<file path="src/rtl/cdh3d_ram.sv">
module cdh3d_ram #(
    parameter int WIDTH = 16,
    parameter int DEPTH = 256
) (
    input  logic                     clk,
    input  logic                     we,
    input  logic [$clog2(DEPTH)-1:0] waddr,
    input  logic [WIDTH-1:0]         wdata,
    input  logic [$clog2(DEPTH)-1:0] raddr,
    output logic [WIDTH-1:0]         rdata
);

    logic [WIDTH-1:0] mem [DEPTH];

    always_ff @(posedge clk)
    begin
        if (we)
        begin
            mem[waddr] <= wdata;
        end
        rdata <= mem[raddr];
    end

endmodule

</file>
<file path="config.mk">
export PLATFORM = sky130hd
export DESIGN_NAME = cdh3d_ram
export DESIGN_NICKNAME = d
export VERILOG_FILES = /design/src/rtl/cdh3d_ram.sv
export SDC_FILE = /design/constraint.sdc
export NUM_CORES = 2
export LEC_CHECK = 0
export BUFFER_PORTS_ARGS = -buffer_cell sky130_fd_sc_hd__buf_4
export CAP_MARGIN = 20
export CORE_UTILIZATION = 60
export CTS_CLUSTER_SIZE = 14
export DETAILED_ROUTE_END_ITERATION = 12
export GPL_ROUTABILITY_DRIVEN = 1
export HOLD_SLACK_MARGIN = 0.03
export PLACE_DENSITY = 0.76
export SLEW_MARGIN = 20
export SYNTH_ARGS = -nofsm -noshare
export SYNTH_HDL_FRONTEND = slang
export SYNTH_SLANG_ARGS = --single-unit
export TNS_END_PERCENT = 50
</file>
<file path="constraint.sdc">
create_clock -name clk -period 3.4 [get_ports clk]
set_input_delay 0.51 -clock clk [delete_from_list [all_inputs] [get_ports clk]]
set_output_delay 0.51 -clock clk [all_outputs]
set_load 0.01 [all_outputs]
</file>
## Word-level counts from Yosys, hierarchy flattened

Memory sizes are Yosys's and may differ from the RTL's. A register that Yosys moved wholly into a read port is not among the register bits.
Index checks and enable logic that the tools add are counted.

| storage, ports and cells | value |
|---|---|
| bits in registers | 0 |
| output and inout port bits | 16 |
| word-level logic and storage cells | 3 |
| memory bits (writable) | 4,096 |
| memories | 1 |
| input bits | 34 |

| cells by class | value |
|---|---|
| multiplexer cells | 2 |

Memory list:

| memory | depth | bits a word | rd ports | clocked after Yosys merged registers in | wr ports | RTL line | source |
|---|---|---|---|---|---|---|---|
| mem | 256 | 16 | 1 | 1 | 1 | 13 | `logic [WIDTH-1:0] mem [DEPTH];` |

Operators with widths:

| operator | count |
|---|---|
| $mux 1 | 2 |

## Longest topological paths before layout

| depth | value |
|---|---|
| depth in word-level cells | 2 |
| mapped depth | 12 |
| mapped depth without buffers | 6 |

## Worst setup path after synthesis

Ideal clock, no wire load.

| timing | value |
|---|---|
| kind | input -> register |
| start | in waddr[3] |
| end | mem mem[235][0] (enable) |
| path buffers | 3 |
| stages | 6 |
| slack | 0.725 ns |
| data required time | 3.012 ns |
| setup time | 0.388 ns |
| arrival | 2.287 ns |
| path through | clkbuf_1 -> nor2b_1 -> clkbuf_1 -> nand4_1 -> clkbuf_1 -> nor2_1 |

RTL lines:

| what | RTL line | source |
|---|---|---|
| start: declaration | 7 | `input logic [$clog2(DEPTH)-1:0] waddr,` |
| end: declaration | 13 |  |

No word-level cell before the write port.

==> impl_metrics.prom <==
# TYPE chip_impl_metric gauge
chip_impl_metric{name="setup-violations-final",unit=""} 0
chip_impl_metric{name="vias_in_the_first_global_route",unit=""} 82122
chip_impl_metric{name="vertical_extent_of_the_die",unit="um"} 516
chip_impl_metric{name="detailedPlace.worstSlack",unit="ns"} -0.389
chip_impl_metric{name="postCtsHoldBufs",unit=""} 4
chip_impl_metric{name="maxClockFrequency",unit="GHz"} 0.330
chip_impl_info{name="run_status",value="completed"} 1
chip_impl_metric{name="synth_async_sr_flop_share",unit="%"} 0
chip_impl_metric{name="final_layout_size_suffix_gt1_share",unit="%"} 26.7
chip_impl_metric{name="dp_hpwl",unit="um"} 250000
chip_impl_metric{name="wire_length_of_the_first_global_routing_pass",unit="um"} 607000
chip_impl_metric{name="die-area",unit="um^2"} 267000
chip_impl_metric{name="wl",unit="um"} 430000
chip_impl_metric{name="drc",unit=""} 0
chip_impl_info{name="worst_path_dominant_cell_family",value="compound AO/OA/AOI/OAI gates"} 1
chip_impl_metric{name="die_width",unit="um"} 516
chip_impl_info{name="r2r-end",value="rdata[7]$_DFF_P_"} 1
chip_impl_metric{name="pin_count",unit=""} 50
chip_impl_metric{name="cts_num_sinks",unit=""} 4112
chip_impl_metric{name="timing.max_slew.rel_slack",unit="%"} 13.0
chip_impl_metric{name="pin_count_of_the_biggest_net_entering_global_routing",unit=""} 140
chip_impl_metric{name="timing.reg2reg.setup_slack",unit="ns"} 0.46
chip_impl_metric{name="area_delta_synth_final",unit="%"} 14.0
chip_impl_metric{name="static-leakage-power",unit="nW"} 58.3
chip_impl_metric{name="max_cap_violations",unit=""} 0
chip_impl_metric{name="worst_slew_pin_slew",unit="ns"} 1.29
chip_impl_metric{name="synth-warning-count",unit=""} 0
chip_impl_info{name="min_to",value="mem[102][14]$_DFFE_PP_"} 1
chip_impl_info{name="rr_startpoint",value="mem[57][7]$_DFFE_PP_"} 1
chip_impl_metric{name="vias",unit=""} 83271
chip_impl_info{name="ctsRootBufferMaster",value="clkbuf_16"} 1
chip_impl_metric{name="syn_area_per_cell",unit="um^2"} 21.6
chip_impl_metric{name="layout_worst_path_cycle_share",unit="%"} 89.2
chip_impl_metric{name="num-fill-cells",unit=""} 15188
chip_impl_metric{name="clock_insertion_delay_worst_skew",unit="ns"} 0.93
chip_impl_metric{name="htreeDepth",unit=""} 5
chip_impl_metric{name="reg2regPathDepth",unit=""} 6
chip_impl_metric{name="register_area_share_after_synthesis",unit="%"} 77.7
chip_impl_metric{name="vdd_ir_drop_max",unit="uV"} 521
chip_impl_metric{name="power_dens_cells",unit="nW/um^2"} 585
chip_impl_metric{name="clk_path_buf_depth",unit=""} 4
chip_impl_info{name="critPathKind",value="input port to register"} 1
chip_impl_metric{name="crit_path_max_incr_delay",unit="ns"} 1.07
chip_impl_info{name="crit_chain",value="buf_16 -> buf_12 -> buf_12 -> buf_4 -> mux2i_1 -> o221ai_1 -> a21oi_1 -> o31ai_1 -> o32ai_1 -> buf_4 -> nor4_1"} 1
chip_impl_metric{name="route.antenna.remaining_nets",unit=""} 0
chip_impl_metric{name="start_util",unit="%"} 60.4
chip_impl_metric{name="worstPathMaxFanout",unit=""} 21
chip_impl_metric{name="routabilityCongestion",unit=""} 0.929
chip_impl_metric{name="cts_made_buffers",unit=""} 402
chip_impl_info{name="cp-end-kind",value="register"} 1
chip_impl_metric{name="post_cts_repair_resize_count",unit=""} 0
chip_impl_info{name="start_kind",value="input port"} 1
chip_impl_metric{name="ys_seq_elements",unit=""} 4112
chip_impl_metric{name="worst-path-buf-inv",unit=""} 5
chip_impl_metric{name="postLayoutSetupSlackWorst",unit="ns"} 0.368
chip_impl_metric{name="fp.coreArea",unit="um^2"} 263000
chip_impl_metric{name="syn-cell-area",unit="um^2"} 159000
chip_impl_metric{name="final.setup.tns",unit="ns"} 0
chip_impl_info{name="class_of_the_tightest_hold_or_removal_check",value="input port to register"} 1
chip_impl_metric{name="number_of_cells_traversed_by_the_worst_hold_path",unit=""} 1
chip_impl_metric{name="globalRoute.totalOverflow",unit=""} 0
chip_impl_metric{name="timing.hold.ws",unit="ns"} 0.0834
chip_impl_metric{name="cp_data_required_time",unit="ns"} 4.23
chip_impl_metric{name="layout_min_cycle_time",unit="ns"} 3.03
chip_impl_metric{name="post_cts.repair.setup_buffers",unit=""} 0
chip_impl_metric{name="routed_via_density",unit=""} 6.99
chip_impl_metric{name="nNetsFinal",unit=""} 8097
chip_impl_metric{name="timing.clock.skew",unit="ns"} 0.0813
chip_impl_metric{name="first_pass_drt_iterations",unit=""} 7
chip_impl_metric{name="cell_count_after_synthesis",unit=""} 7360
chip_impl_metric{name="postLayoutCoreUtil",unit="%"} 68.8
chip_impl_metric{name="globalRouteTotalUtil",unit="%"} 32.4
chip_impl_metric{name="timing_max_transition_violations_final",unit=""} 0
chip_impl_metric{name="placementRows",unit=""} 188
chip_impl_info{name="holdCritStartpoint",value="wdata[14]"} 1
chip_impl_metric{name="synth-edff-count",unit=""} 4096
chip_impl_info{name="clock_tree_from_tritoncts",value="built"} 1
chip_impl_info{name="critPathSlowestCell",value="o31ai_1"} 1
chip_impl_metric{name="final_hold_viol_count",unit=""} 0
chip_impl_metric{name="dr.first_iter.drc_count",unit=""} 13657
chip_impl_metric{name="timing.critical_path.arrival",unit="ns"} 3.86
chip_impl_metric{name="portBuffers",unit=""} 49
chip_impl_metric{name="antenna_found_initial",unit=""} 26
chip_impl_info{name="worst_setup_path_startpoint",value="raddr[0]"} 1
chip_impl_metric{name="clock_transition_at_path_regs",unit="ns"} 0.06
chip_impl_metric{name="detail_route.wl_per_cell",unit="um"} 36.1
chip_impl_metric{name="syn-num-nets",unit=""} 7394
chip_impl_metric{name="synthDistinctLibCells",unit=""} 52
chip_impl_info{name="synthFlopType",value="edfxtp_1"} 1
chip_impl_info{name="rsz0062_at_grt",value="no"} 1
## how the worst max path moves through the flow
stage                                        to  slack [ns]  cells past startpoint
after floorplan           mem[235][0]$_DFFE_PP_        0.72                      6
after global placement         rdata[3]$_DFF_P_       -0.43                     11
after detailed placement       rdata[0]$_DFF_P_       -0.39                     11
after CTS                      rdata[7]$_DFF_P_        0.47                      6
after global routing           rdata[3]$_DFF_P_        0.34                     11
final                          rdata[3]$_DFF_P_        0.37                     11
## cell type report
type	count	area (um^2)	area share, %
sequential	4112	123000	68.2
multi-input combinational	2792	32900	18.2
clock buffer	500	10700	5.93
timing repair buffer	751	7300	4.03
tap	3515	4400	2.43
clock inverter	221	2200	1.21
antenna	20	50.0	0.0277
inverter	4	27.5	0.0152
## per-stage QoR
stage	instances	cell area [um^2]	total power, mW
final	11915	181000	106
after global routing	11904	181000	108
after CTS	11895	181000	106
after detailed placement	11170	168000	62.5
after global placement	11169	168000	62.4
after floorplan	7360	159000	59.8
## cells by family (layout without fill, tap and decap cells)
group           count (synthesis)  in the layout  share of synthesized area, %
compound gates                786            786                          3.54
mux                          1450           1450                          15.5
other cells                     0             20                             0
buf+inv                       456           1476                          1.69
simple gates                  556            556                          1.57
flops                        4112           4112                          77.7
## where the power goes
group          total (mW)  internal [mW]  switching [mW]
Combinational        5.68           2.04            3.63
Clock                44.2           25.5            18.7
Sequential           56.0           55.9           0.115
## cell usage after synthesis (all sizes together), types with 18 or more instances
cell type  instances  share of area (%)
nand4             26               0.10
a21oi            175               0.55
o221ai           253                1.4
nor4              18              0.075
buf              222                1.1
mux2              88               0.62
a211oi            18              0.085
mux4             797                 11
nor3              92               0.29
nand3             35               0.11
a22oi             43               0.20
o21ai             38               0.12
nand2             38              0.090
o32ai             21               0.12
mux2i            565                3.6
clkbuf           230               0.54
a22o              32               0.18
nor2             304               0.72
edfxtp          4096                 77
o22ai            148               0.58
a221oi            28               0.15
## state kept, by name, indices dropped and copies added (netlist names)
register	flops
mem	4096
rdata	16
## cell usage in the layout (no fill, tap or decap), types with 8 or more instances in the layout
cell type,synthesis,layout
o31ai_1,16,16
o221ai_1,252,252
nor3_1,92,90
clkbuf_16,0,412
o32ai_1,20,20
buf_12,5,119
nand2_1,38,38
clkbuf_8,0,8
edfxtp_1,4096,4096
o21ai_0,37,37
nor2b_1,9,9
buf_8,11,17
nand3_2,0,9
a22o_1,32,32
buf_4,26,607
mux4_2,797,797
diode_2,0,20
a221oi_1,28,28
a211oi_1,18,18
and3_1,11,11
clkinv_1,0,85
bufinv_16,0,42
a21oi_1,175,175
clkbuf_1,230,80
o22ai_1,148,148
clkinvlp_4,0,10
dfxtp_1,16,16
nor4_1,17,17
nand3_1,35,26
clkinv_2,0,69
nand4_1,26,26
mux2i_1,565,565
nor2_2,0,26
a22oi_1,43,43
nor2_1,304,277
mux2_2,88,88
## routing by layer
| metal | GRT usage [%] | vias up | wire, um |
|---|---|---|---|
| li1 | - | 32683 | - |
| met1 | 44.2 | 42933 | 148000 |
| met2 | 50.0 | 6594 | 201000 |
| met3 | 8.07 | 1048 | 57200 |
| met4 | 14.9 | 13 | 23100 |
| met5 | 0 | - | 104 |
(Power assumes the default switching activity.)
