<file path="config.mk">
export PLATFORM = sky130hd
export DESIGN_NAME = cdh3d_divider
export DESIGN_NICKNAME = d
export VERILOG_FILES = /design/src/rtl/cdh3d_pkg.sv /design/src/rtl/cdh3d_divider.sv
export SDC_FILE = /design/constraint.sdc
export NUM_CORES = 1
export LEC_CHECK = 0
export ABC_AREA = 1
export BUFFER_PORTS_ARGS = -buffer_cell sky130_fd_sc_hd__buf_4
export CORE_MARGIN = 2
export CORE_UTILIZATION = 55
export DETAILED_ROUTE_END_ITERATION = 7
export PLACE_DENSITY = 0.88
export SYNTH_ARGS = -nofsm -noshare
export SYNTH_HDL_FRONTEND = slang
export SYNTH_SLANG_ARGS = --single-unit
</file>
<file path="constraint.sdc">
create_clock -name clk -period 3 [get_ports clk]
set_input_delay 0.6 -clock clk [delete_from_list [all_inputs] [get_ports clk]]
set_output_delay 0.6 -clock clk [all_outputs]
set_load 0.01 [all_outputs]
</file>
<file path="src/rtl/cdh3d_pkg.sv">
package cdh3d_pkg;

    localparam int ADDR_BITS  = 16;
    localparam int COUNT_BITS = 16;
    localparam int DEPTH      = 1 << ADDR_BITS;

    localparam logic [1:0] REQ_CLEAR = 2'd0;
    localparam logic [1:0] REQ_ADD   = 2'd1;
    localparam logic [1:0] REQ_READ  = 2'd2;

    localparam logic [2:0] CFG_GRID_W = 3'd0;
    localparam logic [2:0] CFG_GRID_H = 3'd1;
    localparam logic [2:0] CFG_GRID_D = 3'd2;
    localparam logic [2:0] CFG_SRC_X  = 3'd3;
    localparam logic [2:0] CFG_SRC_Y  = 3'd4;
    localparam logic [2:0] CFG_SRC_Z  = 3'd5;

    typedef struct packed {
        logic [1:0]  req_type;
        logic        cell_active;
        logic [15:0] box_min_x;
        logic [15:0] box_min_y;
        logic [15:0] box_min_z;
        logic [15:0] box_max_x;
        logic [15:0] box_max_y;
        logic [15:0] box_max_z;
        logic [15:0] voxel_index;
    } in_item_t;

    typedef struct packed {
        logic [15:0] bin_index;
        logic [15:0] bin_count;
        logic [15:0] peak_count;
        logic [16:0] normalized_value;
        logic        bin_was_hit;
    } out_item_t;

endpackage

</file>
<file path="src/rtl/cdh3d_divider.sv">
// Restoring divider, one quotient bit per cycle: quo = num / den.
module cdh3d_divider
    import cdh3d_pkg::*;
(
    input  logic        clk,
    input  logic        rst_n,
    input  logic        start,
    input  logic [32:0] num,
    input  logic [16:0] den,
    output logic        done,
    output logic [32:0] quo
);

    logic [32:0] quo_reg, quo_next;
    logic [17:0] rem_reg, rem_next;
    logic [16:0] den_reg, den_next;
    logic [5:0]  cnt_reg, cnt_next;
    logic        busy_reg, busy_next;
    logic        done_reg, done_next;
    logic [17:0] trial;
    logic [17:0] diff;

    always_comb
    begin
        quo_next  = quo_reg;
        rem_next  = rem_reg;
        den_next  = den_reg;
        cnt_next  = cnt_reg;
        busy_next = busy_reg;
        done_next = 1'b0;
        trial     = {rem_reg[16:0], quo_reg[32]};
        diff      = trial - {1'b0, den_reg};
        if (start)
        begin
            quo_next  = num;
            rem_next  = '0;
            den_next  = den;
            cnt_next  = 6'd33;
            busy_next = 1'b1;
        end
        else if (busy_reg)
        begin
            if (!diff[17])
            begin
                rem_next = diff;
                quo_next = {quo_reg[31:0], 1'b1};
            end
            else
            begin
                rem_next = trial;
                quo_next = {quo_reg[31:0], 1'b0};
            end
            cnt_next = cnt_reg - 6'd1;
            if (cnt_reg == 6'd1)
            begin
                busy_next = 1'b0;
                done_next = 1'b1;
            end
        end
    end

    always_ff @(posedge clk or negedge rst_n)
    begin
        if (!rst_n)
        begin
            busy_reg <= 1'b0;
            done_reg <= 1'b0;
            cnt_reg  <= '0;
        end
        else
        begin
            busy_reg <= busy_next;
            done_reg <= done_next;
            cnt_reg  <= cnt_next;
        end
    end

    always_ff @(posedge clk)
    begin
        quo_reg <= quo_next;
        rem_reg <= rem_next;
        den_reg <= den_next;
    end

    assign done = done_reg;
    assign quo  = quo_reg;

endmodule

</file>
**Word level (Yosys, flattened, before mapping)**

Index checks and enable logic that the tools add are counted.

- Register bits after elaboration: 75

- Reductions and logical operators: 1
- Equal/unequal tests: 1
- Multiplexer cells: 12
- $add $sub $neg: 2

Operators with widths:

| cell | number |
|---|---|
| $mux 33 | 2 |
| $sub 18x17->18 | 1 |
| $mux 17 | 1 |
| $mux 6 | 2 |
| $mux 1 | 7 |
| $eq 6x1->1 const B | 1 |
| $sub 6x1->6 const B | 1 |
| $reduce_bool 2->1 | 1 |

**Longest topological paths before layout**

- Depth in word-level cells: 4
- Gate-level depth with buffers: 16

**Least setup slack after synthesis**

Ideal clock, no wire load.

- Kind: input port to flip-flop
- From: in start
- To: reg quo_reg[0] (netlist: quo[0]), enable pin
- Arrival: 1.710 ns
- Slack: 0.901 ns
- Required time: 2.612 ns
- Cell stages on the path: 3
- Cells stage by stage: clkbuf_1 -> nor2_1 -> inv_1

- Cells in the longest elaborated chain, start to end: 1

RTL lines:

| item | line | text |
|---|---|---|
| from (decl) | cdh3d_divider.sv:7 | `input logic start,` |
| $reduce_bool 2->1 (no source line) | - |  |
| to (signal assigned) | cdh3d_divider.sv:80 | `quo_reg <= quo_next;` |
| to (decl) | cdh3d_divider.sv:14 | `logic [32:0] quo_reg, quo_next;` |

Every way passes these cells.
A chain may end at the register's enable or synchronous reset.

**Final worst setup path**

- From: reg den_reg[5]
- To: reg rem_reg[0]

- Cells in the longest elaborated chain, start to end: 2

RTL lines:

| item | line | text |
|---|---|---|
| from (decl) | cdh3d_divider.sv:16 | `logic [16:0] den_reg, den_next;` |
| from (signal assigned) | cdh3d_divider.sv:82 | `den_reg <= den_next;` |
| $sub 18x17->18 | cdh3d_divider.sv:32 | `diff = trial - {1'b0, den_reg};` |
| $mux 17 | cdh3d_divider.sv:43 | `if (!diff[17])` |
| to (signal assigned) | cdh3d_divider.sv:81 | `rem_reg <= rem_next;` |
| to (decl) | cdh3d_divider.sv:15 | `logic [17:0] rem_reg, rem_next;` |

Every way passes these cells.

==> impl_metrics.toml <==
[run_status]
status = "finished clean"

[synthesis]
syn_avg_cell_area_um2 = 7.88
synth_top_cell_by_area = "edfxtp_1"
synth_top_area_share_pct = 34.1
syn_area_um2 = 4400
synth_seq_cells = 75
post-synth-top-count-cell = "nand2_1"
yosysUniqueCellTypes = 38
synth_nets = 632
seq_area_frac_synth_pct = 46.4
synth_edf_count = 50
async_reset_ff_share_pct = 10.7
syn_inst = 559
ys_warn_count = 0
synth_area_leaders = "edfxtp_1, nand2_1, dfxtp_1, inv_1, ha_1"
synth_common_cells = "nand2_1, inv_1, edfxtp_1"
ys.flop_type = "edfxtp_1"

[timing]
fin_worst_skew_ns = 0.00946
rsz0062_at_grt = "no"
worst_slack_ns = 0.784
fmax_mhz = 451
hold_viol = 0
fin_crit_sh_pct = 73.9
relSlewSlack_pct = 36.7
fin_tns_setup_ns = 0
period_minus_slack_ns = 2.22
worstMarginPinSlew_ns = 0.948
drv_slew = 0
setup_viol = 0

[global_routing]
globalRouteOverflowTotal = 0
grt_usage_pct = 26.9
grt_max_degree = 43
grt_pass1_wl_um = 18300
antenna_found_initial = 0
first_global_vias = 4022

[die]
die_h_um = 93.5
ios = 87
die_x_um = 93.5
row_count = 32
die-area_um2 = 8740
start_util_pct = 57.0
core-area_um2 = 7730

[worst_setup_path]
worstReg2RegStart = "den_reg[5]$_DFFE_PP_"
reg2reg_depth = 12
path_class = "reg -> reg"
cp-end-kind = "flop"
cp_max_fo = 15
crit_required_ns = 3.25
worstPathArrival_ns = 2.47
r2r_end = "rem_reg[0]$_SDFFE_PP0P_"
rrSetupSlack_ns = 0.78
startpoint_type = "flop"

[clock_network]
ctsResizeCount = 0
post_cts_buffers = 0
clockBufferDepth = 2
cts.clk_slew.worst_paths_ns = 0.09
h-tree-depth = 3
cts_tree = "yes"
cts_hold_buffers = 0
cts.sinks = 75
cts_buffers = 9
root_buffer = "clkbuf_8"
clk-insertion-delay-late_ns = 0.35

[drt]
num_vias = 3938
routed_via_density = 5.22
drt_pass1_iterations = 5
ant_nets = 0
wirelength_um = 10700
drc = 0
wl_per_cell_um = 14.1
drtIter0Drc = 285

[power_and_ir_drop]
p_leak_nw = 2.86
powerDensity_nw_per_um2 = 788
totalPowerFinal_mw = 4.20
ir_worst_vdd_v = 0.000450

[cells_and_area]
fillCellCount = 617
finalNetCount = 721
largest_reg_flops = 33
n_antenna_cell = 0
area_delta_synth_final_pct = 20.9
drive_gt1_share_pct = 22.1

[place]
port-buffer-count = 86
place.gp.congestion = 0.963
hpwl_um = 7910
pre_cts_ws_ns = 0.780

[min_path]
hp-class = "in -> async"

[job]
cap_violations = 0
[cells by family (layout without fill, tap and decap cells)]
group | Yosys count | after routing | share of synthesized area, %
xor gates and xnor gates | 8 | 8 | 1.59
and+or+nand+nor | 331 | 331 | 33.8
adders and majority gates | 20 | 20 | 5.85
AOI/OAI and AO/OA | 24 | 24 | 3.01
buffers and inverters | 101 | 195 | 9.40
DFF | 75 | 75 | 46.4
[cell type report]
cell class | instances | area, um^2 | share of cell area [%]
Sequential cell | 75 | 2040 | 38.4
Timing Repair Buffer | 90 | 688 | 12.9
Inverter | 89 | 334 | 6.28
Clock inverter | 7 | 58.8 | 1.10
Tap cell | 102 | 128 | 2.40
Clock buffer | 9 | 124 | 2.33
Multi-Input combinational cell | 383 | 1950 | 36.6
[routing by layer]
| layer | global-route usage, % | share of wire (%) | up-vias |
|---|---|---|---|
| li1 | - | - | 1936 |
| met1 | 33.4 | 41 | 1829 |
| met2 | 44.9 | 49 | 153 |
| met3 | 7.57 | 8.3 | 20 |
| met4 | 9.56 | 2.1 | 0 |
| met5 | 0 | 0 | - |
[metrics by stage]
| stage | hold WS (ns) | instances | utilization, % | instance area (um^2) |
|---|---|---|---|---|
| CTS | 0.0284 | 755 | 68.9 | 5320 |
| global route | 0.0247 | 755 | 68.9 | 5320 |
| global placement | 0.421 | 739 | 66.5 | 5140 |
| floorplan | 0.304 | 559 | - | 4400 |
| finish | 0.0418 | 755 | 68.9 | 5320 |
| detailed placement | 0.420 | 739 | 66.5 | 5140 |
[cell usage in the layout (no fill, tap or decap), types with 2 or more instances in the layout]
| cell | netlist | routed |
|---|---|---|
| clkbuf_8 | 1 | 9 |
| ha_1 | 19 | 19 |
| o21ai_0 | 7 | 7 |
| xor2_1 | 4 | 4 |
| nand2_1 | 225 | 225 |
| and3_1 | 2 | 2 |
| nand2_2 | 15 | 15 |
| nor2_1 | 15 | 15 |
| nand3_1 | 45 | 45 |
| inv_6 | 0 | 3 |
| nor3_1 | 6 | 6 |
| nand3b_1 | 2 | 2 |
| nand3_2 | 8 | 8 |
| dfxtp_1 | 17 | 17 |
| buf_4 | 1 | 89 |
| a21oi_1 | 14 | 14 |
| nand2_4 | 4 | 4 |
| inv_1 | 84 | 84 |
| nand4_1 | 2 | 2 |
| inv_2 | 4 | 4 |
| xnor2_1 | 4 | 4 |
| edfxtp_1 | 50 | 50 |
| dfrtp_1 | 8 | 8 |
[power breakdown]
group	switching (mW)	internal [mW]	leakage, nW
logic	1.25	0.733	2.00
clock network	0.417	0.315	0.0925
registers	0.155	1.32	0.765
[worst max path at each step]
stage / start / to / slack, ns
2_1_floorplan: start / quo[0]$_DFFE_PP_ / 0.90
3_3_place_gp: den_reg[8]$_DFFE_PP_ / rem_reg[0]$_SDFFE_PP0P_ / 0.84
3_5_place_dp: den_reg[7]$_DFFE_PP_ / rem_reg[0]$_SDFFE_PP0P_ / 0.78
4_1_cts: den_reg[5]$_DFFE_PP_ / rem_reg[0]$_SDFFE_PP0P_ / 0.79
5_1_grt: den_reg[8]$_DFFE_PP_ / rem_reg[5]$_SDFFE_PP0P_ / 0.60
6_report: den_reg[5]$_DFFE_PP_ / rem_reg[0]$_SDFFE_PP0P_ / 0.78
[worst max-delay path, cell delays in order (launching register included)]
cell,delay [ns]
edfxtp_1,0.38
inv_1,0.10
ha_1,0.28
nand2_1,0.22
nor2_4,0.06
nand3_2,0.06
nand3_2,0.13
nand2_4,0.12
nand3_4,0.21
nand2_4,0.31
nand2_1,0.09
nand3_1,0.09
nand2_1,0.06
No activity file was read; power rests on OpenSTA's default activity.
